==> config.mk <==
export PLATFORM = sky130hd
export DESIGN_NAME = sha256_stream_hasher_flat
export DESIGN_NICKNAME = d
export VERILOG_FILES = /design/src/hw/rtl/sha256_pkg.sv /design/src/hw/rtl/sha256_if.sv /design/src/hw/rtl/sha256_stream_hasher.sv /design/src/flat_wrapper.sv
export SDC_FILE = /design/constraint.sdc
export NUM_CORES = 2
export LEC_CHECK = 0
export ABC_AREA = 1
export BUFFER_PORTS_ARGS = -buffer_cell sky130_fd_sc_hd__buf_2
export CAP_MARGIN = 5
export CORE_MARGIN = 2
export CORE_UTILIZATION = 25
export DETAILED_ROUTE_END_ITERATION = 8
export PLACE_DENSITY = 0.41
export SYNTH_ARGS = -nofsm -noshare
export SYNTH_HDL_FRONTEND = slang
export SYNTH_SLANG_ARGS = --single-unit
==> constraint.sdc <==
create_clock -name i_clk -period 23.1 [get_ports i_clk]
set_input_delay 0 -clock i_clk [delete_from_list [all_inputs] [get_ports i_clk]]
set_output_delay 0 -clock i_clk [all_outputs]
set_load 0.02 [all_outputs]
==> src/hw/rtl/sha256_pkg.sv <==
// Shared types, constants and round functions of the SHA-256 stream hasher.
package sha256_pkg;

    localparam int unsigned WordW  = 32;
    localparam int unsigned Rounds = 64;

    typedef logic [WordW-1:0] t_word;
    typedef logic [7:0]       t_byte;
    typedef logic [2:0]       t_widx;

    typedef enum logic [2:0] {
        S_IDLE,
        S_PAD,
        S_LOAD,
        S_ROUND,
        S_WB,
        S_ORD,
        S_OCAP,
        S_OWAIT
    } t_state;

    localparam t_word IV [8] = '{
        32'h6a09e667, 32'hbb67ae85, 32'h3c6ef372, 32'ha54ff53a,
        32'h510e527f, 32'h9b05688c, 32'h1f83d9ab, 32'h5be0cd19
    };

    localparam t_word K_ROUND [Rounds] = '{
        32'h428a2f98, 32'h71374491, 32'hb5c0fbcf, 32'he9b5dba5,
        32'h3956c25b, 32'h59f111f1, 32'h923f82a4, 32'hab1c5ed5,
        32'hd807aa98, 32'h12835b01, 32'h243185be, 32'h550c7dc3,
        32'h72be5d74, 32'h80deb1fe, 32'h9bdc06a7, 32'hc19bf174,
        32'he49b69c1, 32'hefbe4786, 32'h0fc19dc6, 32'h240ca1cc,
        32'h2de92c6f, 32'h4a7484aa, 32'h5cb0a9dc, 32'h76f988da,
        32'h983e5152, 32'ha831c66d, 32'hb00327c8, 32'hbf597fc7,
        32'hc6e00bf3, 32'hd5a79147, 32'h06ca6351, 32'h14292967,
        32'h27b70a85, 32'h2e1b2138, 32'h4d2c6dfc, 32'h53380d13,
        32'h650a7354, 32'h766a0abb, 32'h81c2c92e, 32'h92722c85,
        32'ha2bfe8a1, 32'ha81a664b, 32'hc24b8b70, 32'hc76c51a3,
        32'hd192e819, 32'hd6990624, 32'hf40e3585, 32'h106aa070,
        32'h19a4c116, 32'h1e376c08, 32'h2748774c, 32'h34b0bcb5,
        32'h391c0cb3, 32'h4ed8aa4a, 32'h5b9cca4f, 32'h682e6ff3,
        32'h748f82ee, 32'h78a5636f, 32'h84c87814, 32'h8cc70208,
        32'h90befffa, 32'ha4506ceb, 32'hbef9a3f7, 32'hc67178f2
    };

    localparam t_byte PAD_MARK = 8'h80;

    function automatic t_word rotr(input t_word x, input int unsigned n);
        return (x >> n) | (x << (WordW - n));
    endfunction

    function automatic t_word big_sigma0(input t_word x);
        return rotr(x, 2) ^ rotr(x, 13) ^ rotr(x, 22);
    endfunction

    function automatic t_word big_sigma1(input t_word x);
        return rotr(x, 6) ^ rotr(x, 11) ^ rotr(x, 25);
    endfunction

    function automatic t_word small_sigma0(input t_word x);
        return rotr(x, 7) ^ rotr(x, 18) ^ (x >> 3);
    endfunction

    function automatic t_word small_sigma1(input t_word x);
        return rotr(x, 17) ^ rotr(x, 19) ^ (x >> 10);
    endfunction

endpackage

==> src/hw/rtl/sha256_if.sv <==
// Stream interfaces of the SHA-256 hasher: message bytes in, digest words out.
interface sha256_byte_if;
    import sha256_pkg::*;

    logic  valid;
    logic  ready;
    t_byte data_byte;
    logic  last_byte;

    modport source (output valid, output data_byte, output last_byte, input ready);
    modport sink   (input valid, input data_byte, input last_byte, output ready);
endinterface

interface sha256_word_if;
    import sha256_pkg::*;

    logic  valid;
    logic  ready;
    t_word digest_word;
    t_widx word_index;
    logic  last_word;

    modport source (output valid, output digest_word, output word_index,
                    output last_word, input ready);
    modport sink   (input valid, input digest_word, input word_index,
                    input last_word, output ready);
endinterface

==> src/hw/rtl/sha256_stream_hasher.sv <==
// SHA-256 hasher over a byte stream with a block buffer and a chaining-state memory.
//
//   channel   | dir | transfer moves
//   ----------+-----+--------------------------------------------
//   i_byte    | in  | data_byte, last_byte (one message byte)
//   o_digest  | out | digest_word, word_index, last_word
//
// Bytes are taken one per cycle while the 64-byte block fills; a full block then
// holds the input through the state loads, the rounds (with each schedule word
// registered ahead of its round) and the write-backs.
// After a last byte, padding writes up to 16 words, one or two blocks compress,
// and each digest word is read, captured and then held until taken; no byte is taken then.
// Reset is synchronous and active low; no clearing pass is needed.
module sha256_stream_hasher (
    input  logic                 i_clk,
    input  logic                 i_rst_n,
    sha256_byte_if.sink          i_byte,
    sha256_word_if.source        o_digest
);
    import sha256_pkg::*;

    t_word bf_mem [16];
    t_word ch_mem [8];

    t_state      r_state, n_state;
    logic [63:0] r_cnt;
    logic [6:0]  r_ctr;
    logic [3:0]  r_q;
    t_widx       r_oidx;
    logic        r_iv;
    logic        r_msg_end;
    logic        r_in_pad;
    logic        r_mark;
    logic        r_len_here;

    t_word       r_word;
    t_word       r_bf_q;
    t_word       r_ch_q;
    t_widx       r_ch_raddr;
    t_word       r_v [8];
    t_word       r_w [16];
    t_word       r_wk;
    t_word       r_out_word;

    logic        bf_we;
    logic [3:0]  bf_waddr;
    logic [3:0]  bf_raddr;
    t_word       bf_wdata;
    logic        ch_we;
    t_widx       ch_waddr;
    t_widx       ch_raddr;
    t_word       ch_wdata;

    logic        in_xfer;
    logic        out_xfer;
    logic        blk_full;
    logic [63:0] n_cnt;
    t_word       n_word;
    t_word       ch_rdata;
    t_word       mark_word;
    t_word       pad_word;
    t_word       w_new;
    t_widx       ctr_m1;
    t_word       t1;
    t_word       t2;

    assign in_xfer  = i_byte.valid && i_byte.ready;
    assign out_xfer = o_digest.valid && o_digest.ready;
    assign blk_full = (r_cnt[5:0] == 6'd63);
    assign n_cnt    = r_cnt + 64'd1;
    assign n_word   = {r_word[23:0], i_byte.data_byte};
    assign ch_rdata = r_iv ? IV[r_ch_raddr] : r_ch_q;
    assign ctr_m1   = r_ctr[2:0] - 3'd1;

    always_comb begin
        case (r_cnt[1:0])
            2'd0:    mark_word = {PAD_MARK, 24'h0};
            2'd1:    mark_word = {r_word[7:0], PAD_MARK, 16'h0};
            2'd2:    mark_word = {r_word[15:0], PAD_MARK, 8'h0};
            default: mark_word = {r_word[23:0], PAD_MARK};
        endcase
    end

    always_comb begin
        if (r_mark && (r_q == r_cnt[5:2])) begin
            pad_word = mark_word;
        end else if (r_len_here && (r_q == 4'd14)) begin
            pad_word = r_cnt[60:29];
        end else if (r_len_here && (r_q == 4'd15)) begin
            pad_word = {r_cnt[28:0], 3'b000};
        end else begin
            pad_word = '0;
        end
    end

    assign w_new = (r_ctr < 7'd16) ? r_bf_q
                 : small_sigma1(r_w[14]) + r_w[9] + small_sigma0(r_w[1]) + r_w[0];

    assign t1 = r_v[7] + big_sigma1(r_v[4]) + ((r_v[4] & r_v[5]) ^ (~r_v[4] & r_v[6])) + r_wk;
    assign t2 = big_sigma0(r_v[0]) + ((r_v[0] & r_v[1]) ^ (r_v[0] & r_v[2]) ^ (r_v[1] & r_v[2]));

    always_comb begin
        n_state = r_state;
        case (r_state)
            S_IDLE: begin
                if (in_xfer) begin
                    if (blk_full) begin
                        n_state = S_LOAD;
                    end else if (i_byte.last_byte) begin
                        n_state = S_PAD;
                    end
                end
            end
            S_PAD: begin
                if (r_q == 4'd15) begin
                    n_state = S_LOAD;
                end
            end
            S_LOAD: begin
                if (r_ctr == 7'd8) begin
                    n_state = S_ROUND;
                end
            end
            S_ROUND: begin
                if (r_ctr == 7'd64) begin
                    n_state = S_WB;
                end
            end
            S_WB: begin
                if (r_ctr == 7'd8) begin
                    if (!r_msg_end) begin
                        n_state = S_IDLE;
                    end else if (r_in_pad && r_len_here) begin
                        n_state = S_ORD;
                    end else begin
                        n_state = S_PAD;
                    end
                end
            end
            S_ORD:   n_state = S_OCAP;
            S_OCAP:  n_state = S_OWAIT;
            S_OWAIT: begin
                if (out_xfer) begin
                    n_state = (r_oidx == 3'd7) ? S_IDLE : S_ORD;
                end
            end
            default: n_state = S_IDLE;
        endcase
    end

    always_comb begin
        bf_we          = 1'b0;
        bf_waddr       = r_cnt[5:2];
        bf_wdata       = n_word;
        bf_raddr       = 4'd0;
        ch_we          = 1'b0;
        ch_waddr       = ctr_m1;
        ch_wdata       = ch_rdata + r_v[ctr_m1];
        ch_raddr       = r_ctr[2:0];
        i_byte.ready   = 1'b0;
        o_digest.valid = 1'b0;
        case (r_state)
            S_IDLE: begin
                i_byte.ready = 1'b1;
                bf_we        = in_xfer && (r_cnt[1:0] == 2'd3);
            end
            S_PAD: begin
                bf_we    = 1'b1;
                bf_waddr = r_q;
                bf_wdata = pad_word;
            end
            S_ROUND: begin
                bf_raddr = r_ctr[3:0] + 4'd1;
            end
            S_WB: begin
                ch_we = (r_ctr != 7'd0);
            end
            S_ORD: begin
                ch_raddr = r_oidx;
            end
            S_OWAIT: begin
                o_digest.valid = 1'b1;
            end
            default: begin
            end
        endcase
    end

    assign o_digest.digest_word = r_out_word;
    assign o_digest.word_index  = r_oidx;
    assign o_digest.last_word   = (r_oidx == 3'd7);

    always_ff @(posedge i_clk) begin
        if (bf_we) begin
            bf_mem[bf_waddr] <= bf_wdata;
        end
        r_bf_q <= bf_mem[bf_raddr];
    end

    always_ff @(posedge i_clk) begin
        if (ch_we) begin
            ch_mem[ch_waddr] <= ch_wdata;
        end
        r_ch_q     <= ch_mem[ch_raddr];
        r_ch_raddr <= ch_raddr;
    end

    always_ff @(posedge i_clk) begin
        if (!i_rst_n) begin
            r_state    <= S_IDLE;
            r_cnt      <= '0;
            r_ctr      <= '0;
            r_q        <= '0;
            r_oidx     <= '0;
            r_iv       <= 1'b1;
            r_msg_end  <= 1'b0;
            r_in_pad   <= 1'b0;
            r_mark     <= 1'b0;
            r_len_here <= 1'b0;
        end else begin
            r_state <= n_state;
            r_ctr   <= (n_state != r_state) ? 7'd0 : r_ctr + 7'd1;
            case (r_state)
                S_IDLE: begin
                    if (in_xfer) begin
                        r_cnt     <= n_cnt;
                        r_msg_end <= i_byte.last_byte;
                        if (i_byte.last_byte && !blk_full) begin
                            r_in_pad   <= 1'b1;
                            r_mark     <= 1'b1;
                            r_q        <= n_cnt[5:2];
                            r_len_here <= (n_cnt[5:0] < 6'd56);
                        end
                    end
                end
                S_PAD: begin
                    r_q <= r_q + 4'd1;
                end
                S_WB: begin
                    if (r_ctr == 7'd8) begin
                        r_iv <= 1'b0;
                        if (r_msg_end && !r_in_pad) begin
                            r_in_pad   <= 1'b1;
                            r_mark     <= 1'b1;
                            r_q        <= r_cnt[5:2];
                            r_len_here <= (r_cnt[5:0] < 6'd56);
                        end else if (r_msg_end && !r_len_here) begin
                            r_mark     <= 1'b0;
                            r_q        <= 4'd0;
                            r_len_here <= 1'b1;
                        end
                    end
                end
                S_OWAIT: begin
                    if (out_xfer) begin
                        r_oidx <= r_oidx + 3'd1;
                        if (r_oidx == 3'd7) begin
                            r_cnt      <= '0;
                            r_iv       <= 1'b1;
                            r_msg_end  <= 1'b0;
                            r_in_pad   <= 1'b0;
                            r_mark     <= 1'b0;
                            r_len_here <= 1'b0;
                        end
                    end
                end
                default: begin
                end
            endcase
        end
    end

    always_ff @(posedge i_clk) begin
        if ((r_state == S_IDLE) && in_xfer) begin
            r_word <= n_word;
        end
        if ((r_state == S_LOAD) && (r_ctr != 7'd0)) begin
            r_v[ctr_m1] <= ch_rdata;
        end
        if (r_state == S_ROUND) begin
            if (r_ctr < 7'd64) begin
                for (int i = 0; i < 15; i++) begin
                    r_w[i] <= r_w[i+1];
                end
                r_w[15] <= w_new;
                r_wk    <= w_new + K_ROUND[r_ctr[5:0]];
            end
            if (r_ctr != 7'd0) begin
                r_v[7] <= r_v[6];
                r_v[6] <= r_v[5];
                r_v[5] <= r_v[4];
                r_v[4] <= r_v[3] + t1;
                r_v[3] <= r_v[2];
                r_v[2] <= r_v[1];
                r_v[1] <= r_v[0];
                r_v[0] <= t1 + t2;
            end
        end
        if (r_state == S_OCAP) begin
            r_out_word <= ch_rdata;
        end
    end

    a_no_overlap: assert property (@(posedge i_clk) disable iff (!i_rst_n)
        !(i_byte.ready && o_digest.valid))
        else $error("byte input open while a digest word is pending");

    a_last_to_idle: assert property (@(posedge i_clk) disable iff (!i_rst_n)
        (out_xfer && o_digest.last_word) |=> (i_byte.ready && !r_iv == 1'b0))
        else $error("hasher did not return to initial state after the digest");

    a_round_bound: assert property (@(posedge i_clk) disable iff (!i_rst_n)
        (r_state == S_ROUND) |-> (r_ctr <= 7'd64))
        else $error("round counter ran past the last round");

    a_ch_port: assert property (@(posedge i_clk) disable iff (!i_rst_n)
        ch_we |-> (ch_waddr != ch_raddr))
        else $error("chaining-state write and read hit the same entry");

endmodule

==> src/flat_wrapper.sv <==
// flat-port wrapper written by rule: the top's interface ports become plain ports
module sha256_stream_hasher_flat import sha256_pkg::*;
  (i_clk, i_rst_n, i_byte_valid, i_byte_data_byte, i_byte_last_byte, i_byte_ready, o_digest_valid, o_digest_digest_word, o_digest_word_index, o_digest_last_word, o_digest_ready);
  sha256_byte_if i_byte_i ();
  sha256_word_if o_digest_i ();
  input  logic i_clk;
  input  logic i_rst_n;
  input wire logic [$bits(i_byte_i.valid)-1:0] i_byte_valid;
  input wire logic [$bits(i_byte_i.data_byte)-1:0] i_byte_data_byte;
  input wire logic [$bits(i_byte_i.last_byte)-1:0] i_byte_last_byte;
  output wire logic [$bits(i_byte_i.ready)-1:0] i_byte_ready;
  output wire logic [$bits(o_digest_i.valid)-1:0] o_digest_valid;
  output wire logic [$bits(o_digest_i.digest_word)-1:0] o_digest_digest_word;
  output wire logic [$bits(o_digest_i.word_index)-1:0] o_digest_word_index;
  output wire logic [$bits(o_digest_i.last_word)-1:0] o_digest_last_word;
  input wire logic [$bits(o_digest_i.ready)-1:0] o_digest_ready;
  assign i_byte_i.valid = i_byte_valid;
  assign i_byte_i.data_byte = i_byte_data_byte;
  assign i_byte_i.last_byte = i_byte_last_byte;
  assign i_byte_ready = i_byte_i.ready;
  assign o_digest_valid = o_digest_i.valid;
  assign o_digest_digest_word = o_digest_i.digest_word;
  assign o_digest_word_index = o_digest_i.word_index;
  assign o_digest_last_word = o_digest_i.last_word;
  assign o_digest_i.ready = o_digest_ready;
  sha256_stream_hasher u_core (.i_clk(i_clk), .i_rst_n(i_rst_n), .i_byte(i_byte_i), .o_digest(o_digest_i));
endmodule
==> impl_metrics.py <==
metrics = {
    "place": {
        "portBuffers": 50,
        "post-place-ws_ps": 15010,
        "routabilityCongestion": 0.937,
        "dp_hpwl_mm": 246,
        "numPlacedInstances": 12900,
    },
    "clock_tree": {
        "post_cts_buffers": 0,
        "insertion_delay_ps": 920,
        "cts_buffers": 211,
        "cts_tree": "built",
        "clockBufferDepth": 4,
        "numClockSinks": 1774,
        "ctsHoldBuffers": 23,
        "cts_resized": 0,
        "clk_pin_slew_ps": 70,
        "cts.htree.levels": 4,
        "cts_root_buf": "clkbuf_16",
    },
    "global_routing": {
        "grt_antenna_before_repair": 27,
        "grt_max_degree": 189,
        "grt_overflow": 0,
        "grt_pass1_wl_mm": 493,
        "grt_pass1_vias": 63700,
        "grt_use_total_pct": 19.2,
    },
    "cells_and_area": {
        "finalNonFillerCells": 13300,
        "area_growth_pct": 14.7,
        "final_nets": 8918,
        "drive_gt1_share_pct": 6.75,
        "utilization_pct": 28.8,
        "n_fill_cell": 36500,
    },
    "synth": {
        "syn_avg_cell_area_um2": 10.4,
        "synth_cells": 8434,
        "ys_ff_latch": 1774,
        "yosysWarnings": 0,
        "synth_edf_count": 1624,
        "synthFlopType": "edfxtp_1",
        "syn_nets": 8828,
        "synth_area_mm2": 0.0880,
        "ys_seq_area_share_pct": 58.9,
        "synth.distinct_cells": 66,
        "synth-async-reset-ratio_pct": 0,
    },
    "critical_path": {
        "rr_endpoint": "u_core.ch_mem[7][20]",
        "worstSetupEndpointType": "register",
        "crit_family": "compound AO/OA/AOI/OAI gates",
        "critPathBufInv": 5,
        "path_depth": 17,
        "cp_slowest_stage_delay_ps": 1190,
        "path_class": "register to register",
        "cp_max_fo": 49,
        "endpoint": "u_core.ch_mem[7][20]",
        "worstPathRequired_ps": 23640,
        "cp.arrival_ps": 8910,
        "critPathLaunchType": "register",
        "ff2ff_setup_slack_ps": 14730,
        "crit_path_top_delay_cell": "a221oi_1",
        "r2r_start": "u_core.r_ctr[0]",
        "critPathLaunch": "u_core.r_ctr[0]",
        "path_cells": "inv_4 -> ha_1 -> inv_1 -> nand3_1 -> buf_4 -> clkinv_1 -> a221oi_1 -> o2111ai_1 -> ha_1 -> nand2_1 -> o21ai_0 -> inv_1 -> o211ai_1 -> a21boi_0 -> nor2_1 -> nor2_1 -> xnor2_1",
        "reg2regPathDepth": 17,
    },
    "floorplan": {
        "start_util_pct": 25.2,
        "rows": 217,
        "coreArea_mm2": 0.350,
        "ios": 51,
        "die-area_mm2": 0.357,
        "die_y_um": 597,
        "die_x_um": 597,
    },
    "pwr": {
        "switching_share_pct": 33.0,
        "powerDensity_mw_per_mm2": 91.8,
        "sequentialPowerShare_pct": 42.1,
        "peakVddDrop_uv": 65.8,
        "clockPowerShare_pct": 34.6,
        "p_sw_mw": 3.06,
        "combPwrFrac_pct": 23.3,
        "leakagePower_nw": 36.9,
        "p_int_mw": 6.20,
    },
    "min_path": {
        "worstHoldPathCells": 4,
        "hp-class": "input port to register",
    },
    "timing": {
        "slew_viol_final": 0,
        "slew_headroom_pct": 0.312,
        "setup_viol_count_final": 0,
        "timing.final.ws_setup_ps": 14730,
        "tns_ps": 0,
        "finClkSkew_ps": 87.5,
        "period_minus_slack_ps": 8370,
        "worst_pin_slew_ps": 1500,
        "max_freq_mhz": 120,
        "period_share_pct": 36.2,
        "rsz0062_at_grt": "no",
        "hold_violations": 0,
    },
    "run_status": {
        "status": "finished, final reports clean",
    },
    "drt": {
        "ant_nets": 0,
        "vias": 65400,
        "via_per_inst": 4.92,
        "drt_wl_total_mm": 351,
        "firstDrtPassIters": 7,
        "wire_per_inst_um": 26.3,
        "drt_iter0_drc": 6821,
        "remaining_drc_errors": 0,
    },
    "run": {
        "drv_cap": 0,
    },
}
[cell families after synthesis]
logic type               after synthesis  share of synthesized area (%)
adder cells (fa/ha/maj)              381                           6.78
flip-flops                          1774                           58.9
XOR/XNOR                             389                           3.87
multiplexers                           2                         0.0228
AO/OA/AOI/OAI                       1747                           11.8
buffers and inverters               1266                           5.48
AND/OR/NAND/NOR                     2875                           13.2
[layout make-up]
type	count	area [µm²]	share of cell area (%)
flip-flops and latches	1774	51800	51.3
multi-input cells	5394	31800	31.5
well taps	4599	5750	5.70
clock buffers	281	5650	5.60
inverters	930	3500	3.47
repair buffers	213	1570	1.56
clock inverters	103	842	0.835
diodes	10	25.0	0.0248
[power by group through the flow]
stage	Combinational, mW	Clock [mW]	Sequential [mW]
after global routing	2.33	3.41	3.90
after detailed placement	2.12	0	3.96
after floorplan	1.20	0	3.94
after CTS	2.14	3.30	3.90
final	2.16	3.20	3.90
after global placement	2.13	0	3.96
[sequential cells by signal (all words and copies together), names as in the netlist, 3 cells and up]
signal	flops
u_core.r_ch_q	32
u_core.r_bf_q	32
u_core.r_wk	32
u_core.r_ch_raddr	3
u_core.r_q	4
u_core.r_cnt	61
u_core.r_word	24
u_core.bf_mem	512
u_core.r_v	256
u_core.r_ctr	7
u_core.ch_mem	256
u_core.o_digest.word_index	3
u_core.o_digest.digest_word	32
u_core.r_state	3
u_core.r_w	512
[cells in the final DEF, fill, tap and decap left out, types with 13 or more instances in the layout]
cell type	synthesis	layout
a21oi_1	367	365
nand4_1	63	63
clkinv_1	10	49
xnor2_1	179	179
inv_1	907	903
o311ai_1	50	50
o211ai_1	41	41
clkbuf_16	0	213
nor4_1	14	14
o21bai_1	27	27
o311ai_0	67	67
nand3_1	258	257
o221ai_1	19	19
nor2_4	4	31
a21o_1	35	35
a221oi_1	50	50
nor3_1	83	79
dlygate4sd3_1	0	23
a22oi_1	34	34
o2111ai_1	29	29
nor2_1	1192	1165
o21a_1	17	17
a21boi_0	13	13
o21ai_1	51	61
o21ai_0	728	708
edfxtp_1	1624	1624
buf_4	2	137
o22ai_1	93	92
buf_2	44	50
nand2_1	1205	1202
xor2_1	210	210
a31oi_1	73	73
clkinv_2	0	35
dfxtp_1	150	149
ha_1	222	222
clkbuf_1	271	62
fa_1	159	159
or2_2	16	16
[synth_stat cells, types with 9 or more instances]
master,number,area share [%]
buf_2,44,0.25
o21a_1,17,0.15
nor2_2,9,0.064
clkinv_1,10,0.043
nor3_1,83,0.47
buf_1,17,0.073
o211ai_1,41,0.35
o311ai_1,50,0.50
o32ai_1,10,0.10
xor2_1,210,2.1
inv_2,13,0.055
edfxtp_1,1624,55
o21ai_1,51,0.29
nor2_1,1192,5.1
inv_1,907,3.9
a211oi_1,12,0.10
o311ai_0,67,0.67
nand2_1,1205,5.1
nand3_1,258,1.5
a31oi_1,73,0.52
o22ai_1,93,0.66
o21bai_1,27,0.23
fa_1,159,3.6
nor4_1,14,0.10
a22oi_1,34,0.29
a21boi_0,13,0.11
clkbuf_1,271,1.2
a221oi_1,50,0.50
o2111ai_1,29,0.29
ha_1,222,3.2
nand4_1,63,0.45
a21o_1,35,0.30
o21ai_0,728,4.1
a21oi_1,367,2.1
dfxtp_1,150,3.4
o221ai_1,19,0.19
xnor2_1,179,1.8
or2_2,16,0.11
[worst min-delay path by stage]
stage                              from                 to  slack (ps)
detailed placement  i_byte_data_byte[2]   u_core.r_word[2]         200
CTS                             i_rst_n      u_core.r_q[0]         120
finish                          i_rst_n      u_core.r_q[0]         180
global placement    i_byte_data_byte[0]   u_core.r_word[0]         210
global route                    i_rst_n  u_core.r_state[2]         170
floorplan           i_byte_data_byte[0]   u_core.r_word[0]         100
[layer usage]
| layer | routed length [µm] | vias up | global-route usage [%] |
|---|---|---|---|
| li1 | - | 29500 | - |
| met1 | 162000 | 33200 | 27.5 |
| met2 | 158000 | 2368 | 30.3 |
| met3 | 22000 | 405 | 2.78 |
| met4 | 8280 | 6 | 4.55 |
| met5 | 46 | - | 0 |
[worst min-delay path, stage by stage]
cell and delay, ps:
dlygate4sd3_1 640, buf_2 240, o21ai_0 100, a21oi_1 50
[per-stage QoR]
| step | hold WS, ps | total power [mW] | cell area, µm² |
|---|---|---|---|
| after floorplan | 98.9 | 5.14 | 88000 |
| after global placement | 206 | 6.09 | 94100 |
| after detailed placement | 197 | 6.09 | 94100 |
| after CTS | 118 | 9.33 | 101000 |
| after global routing | 169 | 9.65 | 101000 |
| final | 177 | 9.26 | 101000 |
(Power assumes the default switching activity.)
